<file path="src/hdl/seqaln_pkg.sv">
// Shared types and constants for the alignment text parser.
// Holds result kinds, parse phases, character codes and the result record.
`default_nettype none
package seqaln_pkg;

  localparam int POS_W = 20;
  localparam logic [POS_W-1:0] POS_MAX = '1;

  localparam logic [7:0] CH_NUL   = 8'h00;
  localparam logic [7:0] CH_TAB   = 8'h09;
  localparam logic [7:0] CH_LF    = 8'h0A;
  localparam logic [7:0] CH_SPACE = 8'h20;
  localparam logic [7:0] CH_ZERO  = 8'h30;
  localparam logic [7:0] CH_NINE  = 8'h39;

  typedef enum logic [2:0] {
    KIND_HDR_BYTE = 3'd0,
    KIND_HDR_DONE = 3'd1,
    KIND_NAME     = 3'd2,
    KIND_TAB      = 3'd3,
    KIND_BASE     = 3'd4,
    KIND_LINE_END = 3'd5,
    KIND_DROP     = 3'd6,
    KIND_ERROR    = 3'd7
  } kind_t;

  typedef enum logic [1:0] {
    PH_HEADER  = 2'd0,
    PH_SAMPLES = 2'd1,
    PH_EOF     = 2'd2
  } phase_t;

  typedef struct packed {
    kind_t            kind;
    logic [7:0]       byte_out;
    logic [POS_W-1:0] sample_index;
    logic [POS_W-1:0] position;
    logic [POS_W-1:0] sample_count;
    logic [POS_W-1:0] site_count;
  } res_t;

  function automatic logic [POS_W-1:0] sat_inc(input logic [POS_W-1:0] v);
    sat_inc = (v == POS_MAX) ? v : v + 1'b1;
  endfunction

endpackage
`default_nettype wire

</file>
<file path="src/hdl/seqaln_num_acc.sv">
// Decimal digit accumulator with saturation for the header counts.
// Depends on seqaln_pkg for character codes.
`default_nettype none
module seqaln_num_acc #(
  parameter int W = 20
) (
  input  logic [W-1:0] num_i,
  input  logic         stop_i,
  input  logic [7:0]   byte_i,
  output logic [W-1:0] num_o,
  output logic         stop_o
);
  import seqaln_pkg::*;

  logic         is_digit;
  logic [3:0]   digit;
  logic [W+3:0] prod;

  assign is_digit = (byte_i >= CH_ZERO) && (byte_i <= CH_NINE);
  assign digit    = 4'(byte_i - CH_ZERO);
  assign prod     = ({4'b0, num_i} << 3) + ({4'b0, num_i} << 1) + (W+4)'(digit);

  always_comb begin
    num_o  = num_i;
    stop_o = stop_i;
    if (!stop_i) begin
      if (is_digit) begin
        num_o = (|prod[W+3:W]) ? {W{1'b1}} : prod[W-1:0];
      end else begin
        stop_o = 1'b1;
      end
    end
  end

endmodule
`default_nettype wire

</file>
<file path="src/hdl/seqaln_parse.sv">
// Parse state and per-byte classification for the alignment text parser.
// Depends on seqaln_pkg and seqaln_num_acc.
`default_nettype none
module seqaln_parse #(
  parameter int NAME_LIMIT  = 64,
  parameter int COUNT_WIDTH = 20
) (
  input  logic              clk,
  input  logic              rst_n,
  input  logic              en,
  input  logic [7:0]        byte_i,
  output seqaln_pkg::res_t  res
);
  import seqaln_pkg::*;

  localparam int BW = COUNT_WIDTH + 12;

  phase_t                 phase_r, phase_nxt;
  logic [COUNT_WIDTH-1:0] first_r, first_nxt, second_r, second_nxt;
  logic                   first_stop_r, first_stop_nxt, second_stop_r, second_stop_nxt;
  logic                   space_seen_r, space_seen_nxt;
  logic [POS_W-1:0]       samp_r, samp_nxt, lpos_r, lpos_nxt, seq_start_r, seq_start_nxt;

  logic [COUNT_WIDTH-1:0] first_acc, second_acc;
  logic                   first_acc_stop, second_acc_stop;
  logic [POS_W-1:0]       first_w, second_w;
  logic                   line_end, in_seq, too_many, out_of_bound;
  logic [BW-1:0]          bound;

  seqaln_num_acc #(.W(COUNT_WIDTH)) u_first_acc (
    .num_i (first_r),
    .stop_i(first_stop_r),
    .byte_i(byte_i),
    .num_o (first_acc),
    .stop_o(first_acc_stop)
  );

  seqaln_num_acc #(.W(COUNT_WIDTH)) u_second_acc (
    .num_i (second_r),
    .stop_i(second_stop_r),
    .byte_i(byte_i),
    .num_o (second_acc),
    .stop_o(second_acc_stop)
  );

  generate
    if (COUNT_WIDTH >= POS_W) begin : g_trunc
      assign first_w  = first_r[POS_W-1:0];
      assign second_w = second_r[POS_W-1:0];
    end else begin : g_ext
      assign first_w  = {{(POS_W-COUNT_WIDTH){1'b0}}, first_r};
      assign second_w = {{(POS_W-COUNT_WIDTH){1'b0}}, second_r};
    end
  endgenerate

  assign line_end     = (byte_i == CH_NUL) || (byte_i == CH_LF);
  assign in_seq       = (seq_start_r != '0);
  assign bound        = BW'(second_r) + BW'(NAME_LIMIT);
  assign out_of_bound = (BW'(lpos_r) >= bound) || (lpos_r == POS_MAX);
  assign too_many     = (BW'(samp_r) >= BW'(first_r));

  always_comb begin
    phase_nxt       = phase_r;
    first_nxt       = first_r;
    first_stop_nxt  = first_stop_r;
    second_nxt      = second_r;
    second_stop_nxt = second_stop_r;
    space_seen_nxt  = space_seen_r;
    samp_nxt        = samp_r;
    lpos_nxt        = lpos_r;
    seq_start_nxt   = seq_start_r;

    res.kind         = KIND_DROP;
    res.byte_out     = byte_i;
    res.sample_index = samp_r;
    res.position     = '0;
    res.sample_count = first_w;
    res.site_count   = second_w;

    unique case (phase_r)
      PH_HEADER: begin
        res.sample_index = '0;
        res.position     = lpos_r;
        if (line_end) begin
          res.kind      = KIND_HDR_DONE;
          phase_nxt     = PH_SAMPLES;
          lpos_nxt      = '0;
          seq_start_nxt = '0;
        end else begin
          res.kind         = KIND_HDR_BYTE;
          res.sample_count = '0;
          res.site_count   = '0;
          if (byte_i == CH_SPACE) begin
            space_seen_nxt  = 1'b1;
            first_stop_nxt  = 1'b1;
            second_nxt      = '0;
            second_stop_nxt = 1'b0;
          end else begin
            first_nxt      = first_acc;
            first_stop_nxt = first_acc_stop;
            if (space_seen_r) begin
              second_nxt      = second_acc;
              second_stop_nxt = second_acc_stop;
            end
          end
          lpos_nxt = sat_inc(lpos_r);
        end
      end
      PH_SAMPLES: begin
        res.position = in_seq ? (lpos_r - seq_start_r) : lpos_r;
        if ((byte_i == CH_NUL) && (lpos_r == '0)) begin
          res.kind     = KIND_LINE_END;
          res.position = '0;
          phase_nxt    = PH_EOF;
        end else if (line_end) begin
          res.kind      = KIND_LINE_END;
          samp_nxt      = sat_inc(samp_r);
          lpos_nxt      = '0;
          seq_start_nxt = '0;
        end else begin
          if (out_of_bound) begin
            res.kind = KIND_DROP;
          end else if (in_seq) begin
            res.kind = too_many ? KIND_ERROR : KIND_BASE;
          end else if (byte_i == CH_TAB) begin
            res.kind = (too_many || (lpos_r >= POS_W'(NAME_LIMIT))) ? KIND_ERROR : KIND_TAB;
            seq_start_nxt = lpos_r + 1'b1;
          end else begin
            res.kind = (too_many || (lpos_r >= POS_W'(NAME_LIMIT - 1))) ?
                       KIND_ERROR : KIND_NAME;
          end
          lpos_nxt = sat_inc(lpos_r);
        end
      end
      default: begin
        res.kind     = KIND_DROP;
        res.position = '0;
      end
    endcase
  end

  always_ff @(posedge clk) begin
    if (!rst_n) begin
      phase_r       <= PH_HEADER;
      first_r       <= '0;
      first_stop_r  <= 1'b0;
      second_r      <= '0;
      second_stop_r <= 1'b0;
      space_seen_r  <= 1'b0;
      samp_r        <= '0;
      lpos_r        <= '0;
      seq_start_r   <= '0;
    end else if (en) begin
      phase_r       <= phase_nxt;
      first_r       <= first_nxt;
      first_stop_r  <= first_stop_nxt;
      second_r      <= second_nxt;
      second_stop_r <= second_stop_nxt;
      space_seen_r  <= space_seen_nxt;
      samp_r        <= samp_nxt;
      lpos_r        <= lpos_nxt;
      seq_start_r   <= seq_start_nxt;
    end
  end

endmodule
`default_nettype wire

</file>
<file path="src/hdl/sequence_alignment_text_parser.sv">
// Alignment text parser top level: input register, parse stage, result register.
// Depends on seqaln_pkg and seqaln_parse.
// A byte is held in the input register, its result in the result register; out_stall can hold either.
// Throughput: one byte per cycle while out_stall is low; the single parse stage between the registers sets it.
// Reset: synchronous rst_n clears both valid flags and all parse state.
`default_nettype none
module sequence_alignment_text_parser #(
  parameter int NAME_LIMIT  = 64,
  parameter int COUNT_WIDTH = 20
) (
  input  logic        clk,
  input  logic        rst_n,
  input  logic        in_valid,
  output logic        in_stall,
  input  logic [7:0]  in_text_byte,
  output logic        out_valid,
  input  logic        out_stall,
  output logic [2:0]  out_kind,
  output logic [7:0]  out_byte_out,
  output logic [19:0] out_sample_index,
  output logic [19:0] out_position,
  output logic [19:0] out_sample_count,
  output logic [19:0] out_site_count
);
  import seqaln_pkg::*;

  logic       s1_valid_r, s1_valid_nxt;
  logic [7:0] s1_byte_r;
  logic       out_valid_r, out_valid_nxt;
  res_t       res, res_r;
  logic       out_adv, s1_fire, in_fire;

  assign out_adv  = !out_valid_r || !out_stall;
  assign s1_fire  = s1_valid_r && out_adv;
  assign in_stall = s1_valid_r && !out_adv;
  assign in_fire  = in_valid && !in_stall;

  assign s1_valid_nxt  = in_fire ? 1'b1 : (s1_fire ? 1'b0 : s1_valid_r);
  assign out_valid_nxt = s1_fire ? 1'b1 : (out_valid_r && out_stall);

  seqaln_parse #(
    .NAME_LIMIT (NAME_LIMIT),
    .COUNT_WIDTH(COUNT_WIDTH)
  ) u_parse (
    .clk   (clk),
    .rst_n (rst_n),
    .en    (s1_fire),
    .byte_i(s1_byte_r),
    .res   (res)
  );

  always_ff @(posedge clk) begin
    if (!rst_n) begin
      s1_valid_r  <= 1'b0;
      out_valid_r <= 1'b0;
    end else begin
      s1_valid_r  <= s1_valid_nxt;
      out_valid_r <= out_valid_nxt;
    end
  end

  always_ff @(posedge clk) begin
    if (in_fire) begin
      s1_byte_r <= in_text_byte;
    end
    if (s1_fire) begin
      res_r <= res;
    end
  end

  assign out_valid        = out_valid_r;
  assign out_kind         = res_r.kind;
  assign out_byte_out     = res_r.byte_out;
  assign out_sample_index = res_r.sample_index;
  assign out_position     = res_r.position;
  assign out_sample_count = res_r.sample_count;
  assign out_site_count   = res_r.site_count;

endmodule
`default_nettype wire

</file>
<file path="config.mk">
export PLATFORM = sky130hd
export DESIGN_NAME = sequence_alignment_text_parser
export DESIGN_NICKNAME = d
export VERILOG_FILES = /design/src/hdl/seqaln_pkg.sv /design/src/hdl/seqaln_num_acc.sv /design/src/hdl/seqaln_parse.sv /design/src/hdl/sequence_alignment_text_parser.sv
export SDC_FILE = /design/constraint.sdc
export NUM_CORES = 1
export LEC_CHECK = 0
export ABC_AREA = 1
export BUFFER_PORTS_ARGS = -buffer_cell sky130_fd_sc_hd__clkbuf_2
export CAP_MARGIN = 5
export CORE_MARGIN = 1
export CORE_UTILIZATION = 52
export CTS_BUF_LIST = sky130_fd_sc_hd__clkbuf_4
export CTS_CLUSTER_DIAMETER = 100
export DETAILED_ROUTE_END_ITERATION = 12
export GPL_ROUTABILITY_DRIVEN = 1
export PLACE_DENSITY = 0.73
export SYNTH_ARGS = -nofsm -noshare
export SYNTH_HDL_FRONTEND = slang
export SYNTH_SLANG_ARGS = --single-unit
</file>
<file path="constraint.sdc">
create_clock -name clk -period 3.5 [get_ports clk]
set_input_delay 0.175 -clock clk [delete_from_list [all_inputs] [get_ports clk]]
set_output_delay 0.175 -clock clk [all_outputs]
set_load 0.02 [all_outputs]
</file>
==> metrics.txt, run 1 <==
Final Skew 0.0504 ns; FF-to-FF End u_parse.seq_start_r[12]$_SDFFE_PN0P_; TritonCTS clock tree yes; setup TNS 0 ns; detailed-route wire length 39500 µm; Die Ht 168 µm; share of cells above drive strength 1 13.4%; crit path capture type flop; # IOs 105; Worst slew margin 17.7%; crit path time final 3.26 ns; CTS buffer count 54; Initial Util 53.0%; fin crit share 93.2%; kind of critical path flop to flop; status finished with violations; Pins Over Slew Limit 0; Non-Filler Instances 2444; Syn Nets 2069; Clock transition at path regs 0.06 ns; hold_sp in_text_byte[2]; post-DP HPWL 29400 µm; fmax 306 MHz; row count 60; core area 27000 µm²; commonest non-fill, non-tap cell in the layout nand2_1; DR WL/cell 16.2 µm; first-pass GRT wire length 63700 µm; R2R Path Start u_parse.second_r[6]$_SDFFE_PN0P_; Max IR drop VDD 283 µV; Syn Std Cell Area 14300 µm²; DR vias 13.6k; Via density 5.57; Max Root-Sink Buffers 3; 1st-iter DRT viols 1203; xor and xnor fraction of the mapped netlist area 3.73%; worst-case reg-to-reg path depth 23; CP Launch Point u_parse.second_r[6]$_SDFFE_PN0P_; Ys Warns 0; failing checks DRC; reg2reg setup slack 0.24 ns; antenna violations before repair 2; Place WS 0.104 ns; CTS root buf clkbuf_4; most frequent cells in the layout 398 x nand2_1, 220 x inv_1, 217 x nor2_1; area share of fa/ha/maj cells after synthesis 13.0%; total clock sinks 206; Syn Inst Count 1911; Final WS setup 0.237 ns; Hold Violations, Final 0; critical path launch point type flop; final setup fails 0; CP arrival 3.85 ns; placed insts 2324; gr usage total 28.0%; CP required 4.09 ns; largest family of logic cells by synthesized area simple AND/OR/NAND/NOR gates; I/O Buffers 104; mux contribution to synthesized area 0%; Area growth syn-to-layout 12.8%; DRT Pass-1 Iters 11; post-route ant nets 0; flops & latches, synth 206; worst-path fanout max 10; die width 168 µm; synthesized area per cell 7.50 µm²; Total Nets Final 2216; Post-Synth Simple-Gate Area 26.5%; DRC viols 5; Max-Cap Viols 0; DIE AREA 28200 µm²; H-Tree Depth 2; GRT overflow 0; largest net degree at the start of global routing 84; LEAKAGE 7.41 nW; GP Congestion 0.977; P per Cell Area 347 nW/µm²; critical path endpoint u_parse.seq_start_r[12]$_SDFFE_PN0P_; Netlist cell types 55; Pwr Total 0.00560 W; Clk Latency, worst-skew pair 0.72 ns; vias in the first global route 12.8k; Synth Area in Compound Gates 13.0%; worst min path class primary input to flop; Slew @ Worst Pin 1.23 ns; Seq/Total Area, Yosys 35.7%
## sequential cells by signal (all words and copies together) (netlist names), 2 cells and up
register	count
out_position	20
out_sample_count	20
out_sample_index	20
out_site_count	20
u_parse.first_r	20
u_parse.lpos_r	20
u_parse.samp_r	20
u_parse.second_r	20
u_parse.seq_start_r	20
out_byte_out	8
s1_byte_r	8
out_kind	3
u_parse.phase_r	2
## synthesized netlist by cell type, drive strengths merged
library cell / instances / area share, %
a211oi: 9 / 0.58
a21boi: 7 / 0.39
a21o: 10 / 0.52
a21oi: 184 / 6.5
a221oi: 1 / 0.061
a41oi: 1 / 0.061
and2: 2 / 0.087
buf: 36 / 1.5
clkbuf: 19 / 0.51
clkinv: 1 / 0.035
dfxtp: 107 / 15
edfxtp: 99 / 21
fa: 5 / 0.70
ha: 141 / 12
inv: 232 / 6.1
nand2: 401 / 11
nand3: 147 / 5.2
nand3b: 3 / 0.16
nand4: 38 / 1.7
nor2: 223 / 6.0
nor3: 37 / 1.5
nor3b: 2 / 0.14
nor4: 16 / 0.79
o2111ai: 2 / 0.12
o211ai: 8 / 0.42
o21a: 6 / 0.31
o21ai: 95 / 3.3
o21bai: 7 / 0.45
o22ai: 3 / 0.13
o31a: 1 / 0.061
o31ai: 1 / 0.052
or2: 5 / 0.22
or3: 1 / 0.044
xnor2: 13 / 0.79
xor2: 48 / 2.9
## critical path, cell delays in order (launching register included)
cell and delay [ns]:
dfxtp_1 0.32, inv_1 0.06, nor3_2 0.23, inv_1 0.10, nor3_4 0.14, inv_1 0.11, nor3_4 0.18, nand3_2 0.12
nor3_2 0.17, xor2_1 0.20, ha_1 0.27, nand2_1 0.07, inv_1 0.05, o21ai_0 0.06, nand2_1 0.07, o31ai_1 0.07
nand4_1 0.11, buf_4 0.18, o21bai_4 0.15, buf_12 0.14, buf_12 0.13, nand3_1 0.07, nand2_1 0.10, nor2_1 0.05
## cell type report
| cell class | count | area [µm²] |
|---|---|---|
| Sequential cell | 206 | 5120 |
| Multi-Input combinational cell | 1417 | 8090 |
| Fill cell | 2530 | 10900 |
| Antenna cell | 2 | 5.00 |
| Tap cell | 341 | 427 |
| Clock inverter | 7 | 37.5 |
| Timing Repair Buffer | 146 | 933 |
| Clock buffer | 92 | 691 |
| Inverter | 233 | 878 |
## power breakdown
part	switching [W]	total (W)	internal, W
Sequential	0.0000660	0.00267	0.00260
Clock	0.00103	0.00220	0.00118
Combinational	0.000487	0.000733	0.000246
Total	0.00158	0.00560	0.00402
## kinds of logic after synthesis
kind of cell,count (synthesis)
xor+xnor,61
compound gates,335
buf+inv,288
fa+ha+maj,146
simple gates,875
flops,206
## timing repair
action | 4_1_cts | 5_1_grt
setup endpoints to repair | 0 | 23
gates resized for setup | 0 | 5
setup buffers | 0 | 3
endpoints found under the hold margin | 47 | 0
hold buffers | 12 | 0
## how the worst min path moves through the flow
stage	cells after the start	end	slack [ns]
detailed placement	1	s1_byte_r[1]$_DFFE_PP_	0.35
finish	2	s1_byte_r[2]$_DFFE_PP_	0.19
CTS	2	s1_byte_r[0]$_DFFE_PP_	0.13
floorplan	0	s1_byte_r[0]$_DFFE_PP_	0.27
global route	2	s1_byte_r[6]$_DFFE_PP_	0.15
global placement	1	s1_byte_r[1]$_DFFE_PP_	0.35
## per-stage QoR
| step | hold slack (ns) | util, % | instance area, µm² |
|---|---|---|---|
| finish | 0.186 | 59.8 | 16200 |
| CTS | 0.135 | 59.3 | 16000 |
| global placement | 0.353 | 56.2 | 15200 |
| detailed placement | 0.354 | 56.2 | 15200 |
| global route | 0.148 | 59.8 | 16200 |
| floorplan | 0.274 | - | 14300 |
## per-layer routing
| metal | track usage (%) | wire length (µm) | vias up |
|---|---|---|---|
| li1 | - | - | 6764 |
| met5 | 0 | 0 | - |
| met4 | 7.98 | 773 | 0 |
| met1 | 39.1 | 18300 | 6290 |
| met3 | 4.40 | 2770 | 71 |
| met2 | 44.6 | 17600 | 477 |
Power figures use the tool's default switching activity.
==> run 2: changes to the inputs <==
--- a/config.mk
+++ b/config.mk
@@ -17,4 +17,5 @@
 export PLACE_DENSITY = 0.73
 export SYNTH_ARGS = -nofsm -noshare
 export SYNTH_HDL_FRONTEND = slang
+export SYNTH_HIERARCHICAL = 1
 export SYNTH_SLANG_ARGS = --single-unit
==> metrics.txt, run 2 <==
1st-iter DRT viols 1195 (-0.67%); fmax 307 MHz (+0.26%); Syn Nets 2463 (+19%); Pins Over Slew Limit 0 (unchanged); first-pass GRT wire length 71400 µm (+12%); area share of fa/ha/maj cells after synthesis 11.6% (-1.4 points); DIE AREA 31600 µm² (+12%); antenna violations before repair 1 (-1); Ys Warns 6 (+6); largest net degree at the start of global routing 64 (-24%); detailed-route wire length 44600 µm (+13%); core area 30500 µm² (+13%); I/O Buffers 104 (unchanged); Worst slew margin 43.0% (+25 points); DRT Pass-1 Iters 6 (-5); final hold slack 0.151 ns (-0.0348 ns); Seq/Total Area, Yosys 31.8% (-3.9 points); synthesized area per cell 6.98 µm² (-7.0%); CTS buffer count 54 (unchanged); TritonCTS clock tree yes; Hold Violations, Final 0 (unchanged); Final Skew 0.0627 ns (+0.0123 ns); Max Root-Sink Buffers 3 (unchanged); worst min path class primary input to flop; Area growth syn-to-layout 10.1%; reg2reg setup slack 0.24 ns (about the same); top cells by area, synth edfxtp_1 18%, dfxtp_1 13%, nand2_1 13%; Max IR drop VDD 221 µV (-22%); Syn Std Cell Area 16100 µm² (+12%); DRC viols 0 (-5); Net Switching 0.00184 W (+16%); GRT overflow 0 (unchanged); post-DP HPWL 33200 µm (+13%); commonest non-fill, non-tap cell in the layout nand2_1; flops & latches, synth 206 (unchanged); setup TNS 0 ns (unchanged); Slew @ Worst Pin 0.855 ns (-0.373 ns); GP Congestion 0.936 (-4.2%); critical path endpoint u_parse/second_r[0]$_SDFFE_PN0P_; RSZ-0062 raised after global routing false; top-count cell post-synth nand2_1; FF-to-FF End u_parse/second_r[0]$_SDFFE_PN0P_; CP required 4.11 ns (+0.02 ns); vias in the first global route 14.5k (+13%); Clock transition at path regs 0.07 ns (about the same); status complete, no violations; CTS root buf clkbuf_4; worst-path fanout max 18 (+8); Syn Inst Count 2305 (+21%); share of cells above drive strength 1 12.5% (-0.96 points); Sw Ratio 31.3% (+3.1 points); CP Launch Point s1_byte_r[3]$_DFFE_PP_; Async SR Flop Fraction 0% (unchanged); R2R Path Start s1_byte_r[3]$_DFFE_PP_; crit path capture type flop; DR vias 15.4k (+14%); Post-synth top cells 565 x nand2_1, 347 x inv_1, 246 x nor2_1, 193 x a21oi_1, 153 x nand3_1; sequential power share 45.9% (-1.7 points); Via density 5.37 (-3.5%); cell-internal power 0.00404 W (+0.27%); worst-case reg-to-reg path depth 16 (-30%); Initial Util 52.7% (-0.33 points); Post-synth EDFFs 99 (unchanged); fill cell count 2960 (+17%); critical path launch point type flop; final setup fails 0 (unchanged); row count 64 (+6.7%); logic gate share of total power 18.0% (+4.9 points); die width 178 µm (+5.9%); xor and xnor fraction of the mapped netlist area 2.51% (-1.2 points); kind of critical path flop to flop; largest family of logic cells by synthesized area simple AND/OR/NAND/NOR gates; Yosys top cell by area edfxtp_1; H-Tree Depth 2 (unchanged); Netlist cell types 54 (-1.8%); crit path time final 3.26 ns (-0.00849 ns); Synth Area in Compound Gates 11.0% (-2.0 points); fin crit share 93.0% (-0.24 points); Clk Latency, worst-skew pair 0.75 ns (+0.03 ns); Post-Synth Simple-Gate Area 31.7% (+5.2 points); Die Ht 178 µm (+5.9%); most frequent cells in the layout 565 x nand2_1, 347 x inv_1, 244 x nor2_1; total clock sinks 206 (unchanged); Top FF cell, synth dfxtp_1; CP arrival 3.87 ns (+0.02 ns); mux contribution to synthesized area 0% (unchanged); post-route ant nets 0 (unchanged); Total Nets Final 2593 (+17%); # IOs 105 (unchanged); hold_sp in_text_byte[3]; share of the synthesized area in the top cell type 18.5% (-2.3 points); gr usage total 28.2% (+0.24 points); P per Cell Area 332 nW/µm² (-4.3%); LEAKAGE 8.54 nW (+15%); DR WL/cell 15.5 µm (-4.1%); Clk pwr share 36.1% (-3.2 points); Max-Cap Viols 0 (unchanged)
run 2: logic make-up after synthesis:
family / after synthesis
fa+ha+maj: 146
buf+inv: 430
simple gates: 1146
compound gates: 331
xor+xnor: 46
flops: 206
run 2: worst min path at each step:
stage / to / slack [ns] / cells past startpoint
2_1_floorplan: s1_byte_r[0]$_DFFE_PP_ / 0.27 / 0
3_3_place_gp: s1_byte_r[2]$_DFFE_PP_ / 0.35 / 1
3_5_place_dp: s1_byte_r[3]$_DFFE_PP_ / 0.35 / 1
4_1_cts: s1_byte_r[6]$_DFFE_PP_ / 0.07 / 2
5_1_grt: s1_byte_r[3]$_DFFE_PP_ / 0.09 / 2
6_report: s1_byte_r[3]$_DFFE_PP_ / 0.15 / 2
run 2: per-stage QoR:
stage          area (µm²)  total power (W)  setup slack (ns)  util [%]  instances
2_1_floorplan       16100          0.00351             0.348         -       2305
3_3_place_gp        16800          0.00375             0.301      55.2       2757
3_5_place_dp        16800          0.00376             0.233      55.2       2757
4_1_cts             17700          0.00592             0.233      57.9       2871
5_1_grt             17700          0.00619            0.0295      58.1       2877
6_report            17700          0.00587             0.245      58.1       2877
run 2: per-layer routing:
layer / vias up / GRT usage [%] / wire [µm]
met1: 7074 / 35.2 / 19500
li1: 7787 / - / -
met2: 486 / 48.0 / 21000
met3: 100 / 5.44 / 2740
met5: - / 0 / 0
met4: 0 / 10.5 / 1270
run 2: critical path, cell delays in order, from the launching register on:
cell      delay (ns)
edfxtp_1        0.44
buf_4           0.16
inv_1           0.05
fa_1            0.53
fa_1            0.51
inv_1           0.12
nand3_1         0.08
nand3_1         0.16
nand3_1         0.13
nand4_1         0.13
nand2_2         0.10
nor2_8          0.31
nand3_1         0.13
nand2_1         0.08
inv_1           0.04
nand3_1         0.07
a21oi_1         0.08
run 2: repair_timing:
| item | in CTS | in global routing |
|---|---|---|
| resized for setup | 0 | 3 |
| hold buffers | 13 | 0 |
| endpoints found under the hold margin | 40 | 0 |
| endpoints found under the setup margin | 0 | 19 |
| setup buffers | 0 | 5 |
run 2: area by class of cell:
type / count / area [µm²] / share of cell area (%)
diodes: 1 / 2.50 / 0.0141
repair buffers: 149 / 903 / 5.10
inverters: 355 / 1330 / 7.52
flip-flops and latches: 206 / 5110 / 28.9
clock buffers: 82 / 616 / 3.48
clock inverters: 19 / 78.8 / 0.445
well taps: 396 / 495 / 2.80
multi-input cells: 1669 / 9170 / 51.8
run 2: power by group through the flow:
stage	registers, W	clock network (W)	logic (W)
global route	0.00270	0.00230	0.00120
CTS	0.00269	0.00219	0.00104
global placement	0.00274	0	0.00100
detailed placement	0.00274	0	0.00102
floorplan	0.00277	0	0.000739
finish	0.00269	0.00212	0.00106
